`config.mk`:
```
export PLATFORM = sky130hd
export DESIGN_NAME = c2c_front
export DESIGN_NICKNAME = d
export VERILOG_FILES = /design/src/hdl/c2c_pkg.sv /design/src/hdl/c2c_front.sv
export SDC_FILE = /design/constraint.sdc
export NUM_CORES = 1
export LEC_CHECK = 0
export BUFFER_PORTS_ARGS = -buffer_cell sky130_fd_sc_hd__buf_2
export CORE_MARGIN = 2
export CORE_UTILIZATION = 52
export DETAILED_ROUTE_END_ITERATION = 8
export HOLD_SLACK_MARGIN = 0.06
export PLACE_DENSITY = 0.87
export SLEW_MARGIN = 0
export SYNTH_ARGS = -nofsm -noshare
export SYNTH_HDL_FRONTEND = slang
export SYNTH_SLANG_ARGS = --single-unit
```
`constraint.sdc`:
```
create_clock -name clk -period 7.71 [get_ports clk]
set_clock_uncertainty 0.1 [all_clocks]
set_input_delay 0.771 -clock clk [delete_from_list [all_inputs] [get_ports clk]]
set_output_delay 0.771 -clock clk [all_outputs]
set_load 0.05 [all_outputs]
```
`src/hdl/c2c_pkg.sv`:
```
// ----------------------------------------------------------------------------
// c2c_pkg
// Shared constants, codes and types of the COO to CSR converter.
// ----------------------------------------------------------------------------
`default_nettype none

package c2c_pkg;

    localparam int MAX_ENTRIES = 1024;
    localparam int MAX_DIM     = 1024;

    localparam int ENTRY_AW = $clog2(MAX_ENTRIES);
    localparam int CNT_W    = $clog2(MAX_ENTRIES + 1);
    localparam int PTR_AW   = $clog2(MAX_DIM + 1);
    localparam int DIM_W    = 11;
    localparam int COORD_W  = 10;
    localparam int VAL_W    = 64;
    localparam int REQ_W    = 2;
    localparam int STAT_W   = 3;

    localparam logic [STAT_W-1:0] STAT_OK         = 3'd0;
    localparam logic [STAT_W-1:0] STAT_FULL       = 3'd1;
    localparam logic [STAT_W-1:0] STAT_RANGE      = 3'd2;
    localparam logic [STAT_W-1:0] STAT_BAD_INDEX  = 3'd3;
    localparam logic [STAT_W-1:0] STAT_NOT_SORTED = 3'd4;

    localparam logic CFG_NUM_ROWS = 1'b0;
    localparam logic CFG_NUM_COLS = 1'b1;

    typedef enum logic [REQ_W-1:0] {
        OP_LOAD      = 2'd0,
        OP_FINISH    = 2'd1,
        OP_READ_ENT  = 2'd2,
        OP_READ_PTR  = 2'd3
    } op_t;

    typedef struct packed {
        op_t                op;
        logic [DIM_W-1:0]   row_number;
        logic [DIM_W-1:0]   col_number;
        logic [VAL_W-1:0]   value_bits;
        logic [DIM_W-1:0]   read_index;
    } item_t;

endpackage

`default_nettype wire

```
`src/hdl/c2c_front.sv`:
```
// ----------------------------------------------------------------------------
// c2c_front
// Accepts request transfers, decodes the request kind and holds them in a
// two-slot queue for the back end.
// ----------------------------------------------------------------------------
`default_nettype none

module c2c_front (
    input  wire logic                          clk,
    input  wire logic                          rst_n,
    input  wire logic                          in_valid,
    output logic                               in_stall,
    input  wire logic [c2c_pkg::REQ_W-1:0]     req_type,
    input  wire logic [c2c_pkg::DIM_W-1:0]     row_number,
    input  wire logic [c2c_pkg::DIM_W-1:0]     col_number,
    input  wire logic [c2c_pkg::VAL_W-1:0]     value_bits,
    input  wire logic [c2c_pkg::DIM_W-1:0]     read_index,
    output logic                               item_valid,
    output c2c_pkg::item_t                     item,
    input  wire logic                          item_pop
);
    import c2c_pkg::*;

    item_t       q_mem [2];
    logic        wr_ptr_reg;
    logic        rd_ptr_reg;
    logic [1:0]  fill_reg;
    logic [1:0]  fill_next;
    logic        push;
    logic        pop;
    item_t       dec;

    always_comb
    begin
        case (req_type)
            OP_LOAD:     dec.op = OP_LOAD;
            OP_FINISH:   dec.op = OP_FINISH;
            OP_READ_ENT: dec.op = OP_READ_ENT;
            default:     dec.op = OP_READ_PTR;
        endcase
        dec.row_number = row_number;
        dec.col_number = col_number;
        dec.value_bits = value_bits;
        dec.read_index = read_index;
    end

    assign in_stall   = (fill_reg == 2'd2);
    assign push       = in_valid && !in_stall;
    assign item_valid = (fill_reg != 2'd0);
    assign pop        = item_pop && item_valid;
    assign item       = q_mem[rd_ptr_reg];

    always_comb
    begin
        fill_next = fill_reg;
        if (push && !pop)
        begin
            fill_next = fill_reg + 2'd1;
        end
        else if (pop && !push)
        begin
            fill_next = fill_reg - 2'd1;
        end
    end

    always_ff @(posedge clk or negedge rst_n)
    begin
        if (!rst_n)
        begin
            wr_ptr_reg <= 1'b0;
            rd_ptr_reg <= 1'b0;
            fill_reg   <= 2'd0;
        end
        else
        begin
            fill_reg <= fill_next;
            if (push)
            begin
                wr_ptr_reg <= !wr_ptr_reg;
            end
            if (pop)
            begin
                rd_ptr_reg <= !rd_ptr_reg;
            end
        end
    end

    always_ff @(posedge clk)
    begin
        if (push)
        begin
            q_mem[wr_ptr_reg] <= dec;
        end
    end

endmodule

`default_nettype wire

```
==> flow_summary_export.csv <==
group,metric,value,unit
status,outcome,"finished, final reports clean",
synthesis,synth_xor_area_share,0.592,%
synthesis,synth_area_per_cell,22.5,um2
drt,wl_met2,6600,um
clock_network,cts_tree,"built",
hold_path,min-delay-start,"col_number[4]",
clock_network,cts.path.max_buffers,3,
timing,min_period_over_period,46.4,%
timing,rsz0062_at_grt,"no",
die,die_h,123,um
synthesis,syn_inst,329,
synthesis,yosys.area_share.adder,0.169,%
setup_path,r2r_cells,4,
timing,finalSetupViolCount,0,
timing,worstMarginPinSlew,1.28,ns
hold_path,hold_end,"q_mem[1][79]$_DFFE_PP_",
clock_network,htree_levels,1,
drt,drtAntennaViolNets,0,
synthesis,yosys_warnings,0,
timing,final.setup.tns,0,ns
drt,drt-total-wl,13000,um
synthesis,synth-simple-area-share,0.456,%
setup_path,required,6.84,ns
synthesis,syn_nets,433,
drt,routedWlPerCell,17.6,um
setup_path,arrival,2.70,ns
drt,drc,0,
grt,grt_pass1_wl,19100,um
timing,hold_viol_final,0,
clock_network,cts_root_buffer,"clkbuf_16",
drt,via_per_inst,5.08,
finish,num-fill-cells,928,
run,cap_viol_max_count,0,
clock_network,clk_pin_slew,0.07,ns
clock_network,cts_setup_buffers,0,
finish,drive_gt1_share,60.6,%
synthesis,synth_top_family_by_area,"multiplexers",
grt,grt_usage,16.5,%
die,io_pins,204,
die,initial_core_util,53.3,%
finish,final_core_util,66.0,%
power,vdd_ir_drop_max,0.323,mV
finish,diodes,0,
grt,grt_max_degree,57,
timing,relSlewSlack,14.8,%
setup_path,worst_setup_path_start_kind,"register",
placement,gp_congestion,0.739,
die,design.core.area,13900,um2
grt,antenna_found_initial,0,
timing,drv_slew,0,
timing,fmax,280,MHz
finish,nets,649,
timing,min_period,3.57,ns
power,p_per_area,456,nW/um2
setup_path,criticalPathCategory,"reg -> out",
synthesis,ys_ff_latch,202,
finish,final_cell_mix,"buf_2, edfxtp_1, mux2_2, clkbuf_16, clkinv_2",
grt,grt_pass1_vias,3902,
die,die-area,15200,um2
hold_path,hold_class,"in -> reg",
drt,routed.top_layer,"met4",
finish,fin_area,9160,um2
clock_network,cts_sinks,202,
finish,area_growth,23.8,%
finish,final_common_cell,"buf_2",
placement,hpwlAfterDp,8460,um
placement,portBuffers,203,
drt,route.met3.wl,1050,um
synthesis,ys_top_cells_by_area,"edfxtp_1, mux2_2, dfrtp_1, clkbuf_8, buf_6",
drt,m1WireLength,5100,um
clock_network,cts_made_buffers,20,
synthesis,synth.top_cell.area_share,80.3,%
synthesis,muxShareOfSynthArea,15.1,%
finish,largest_reg_flops,198,
drt,drt_iter0_drc,173,
placement,dpl_cell_area,8540,um2
grt,grt.overflow.total,0,
setup_path,critPathMaxFanout,51,
drt,num_vias,3748,
drt,first_pass_iters,4,
synthesis,yosysSeqAreaShare,81.7,%
power,p_leak,3.46,nW
hold_path,hold_depth,1,
synthesis,synth.distinct_cells,15,
setup_path,critical_path.endpoint_type,"primary output",
synthesis,synth_compound_area_share,0,%
setup_path,reg2reg_slack,4.70,ns
die,num_rows,43,
die,die-width,123,um
setup_path,timing.rr.start,"fill_reg[0]$_DFFE_PN0P_",
clock_network,post_cts_resized,0,
synthesis,netlist_area,7400,um2
clock_network,clock_latency,0.47,ns
setup_path,reg2reg_to,"q_mem[0][12]$_DFFE_PP_",
synthesis,synth_top_area_cell,"edfxtp_1",
## cell type report
type | instances | area (um2) | area share, %
sequential | 202 | 6050 | 66.0
timing repair buffer | 207 | 1050 | 11.4
clock buffer | 28 | 582 | 6.35
inverter | 2 | 7.51 | 0.0819
clock inverter | 7 | 32.5 | 0.355
tap | 180 | 225 | 2.46
multi-input combinational | 112 | 1220 | 13.3
## cells in the mapped netlist
cell type and number:
edfxtp_1 198, inv_1 2, clkbuf_8 5, clkbuf_1 2, ha_1 1, and3_1 1, mux2_2 99, xnor2_1 3
nor2_1 2, nand2_1 2, or2_2 1, buf_6 6, xor2_1 2, nand2b_1 1, dfrtp_1 4
## through the flow
step	worst slack (ns)	hold WS [ns]	cells	total power, W
2_1_floorplan	2.07	0.357	329	0.00303
3_3_place_gp	4.50	0.374	702	0.00329
3_5_place_dp	4.40	0.416	702	0.00332
4_1_cts	4.08	0.364	738	0.00423
5_1_grt	3.98	0.359	738	0.00435
6_report	4.14	0.378	738	0.00418
## how the worst max path moves through the flow
stage / start / endpoint / cells past startpoint
2_1_floorplan: in_valid / q_mem[0][0]$_DFFE_PP_ / 2
3_3_place_gp: in_valid / q_mem[0][1]$_DFFE_PP_ / 4
3_5_place_dp: in_valid / q_mem[0][95]$_DFFE_PP_ / 4
4_1_cts: rd_ptr_reg$_DFFE_PN0P_ / item[16] / 3
5_1_grt: rd_ptr_reg$_DFFE_PN0P_ / item[16] / 3
6_report: rd_ptr_reg$_DFFE_PN0P_ / item[84] / 3
## routing by layer
metal  up-vias  GRT usage (%)
met3        26           4.15
li1       1732              -
met1      1834           20.4
met4         0           4.83
met5         -              0
met2       156           28.6
## critical path: stages, from the launching register on
cell     delay (ns)
dfrtp_4        0.85
buf_4          0.68
mux2_2         0.43
buf_2          0.21
## power breakdown
part           switching (W)  internal [W]
logic                0.00122      0.000449
registers           0.000108       0.00151
clock network       0.000374      0.000525
total                0.00170       0.00248
## cell families (layout without fill, tap and decap cells)
logic type | after synthesis | count (layout)
XOR/XNOR | 5 | 5
adder cells (fa/ha/maj) | 1 | 1
AND/OR/NAND/NOR | 7 | 7
flip-flops | 202 | 202
multiplexers | 99 | 99
buffers and inverters | 15 | 244
## repair_timing
| action | 4_1_cts | 5_1_grt |
|---|---|---|
| setup endpoints to repair | 0 | 0 |
| hold buffers | 1 | 0 |
| hold endpoints to repair | 4 | 0 |
No activity file was read; power rests on OpenSTA's default activity.
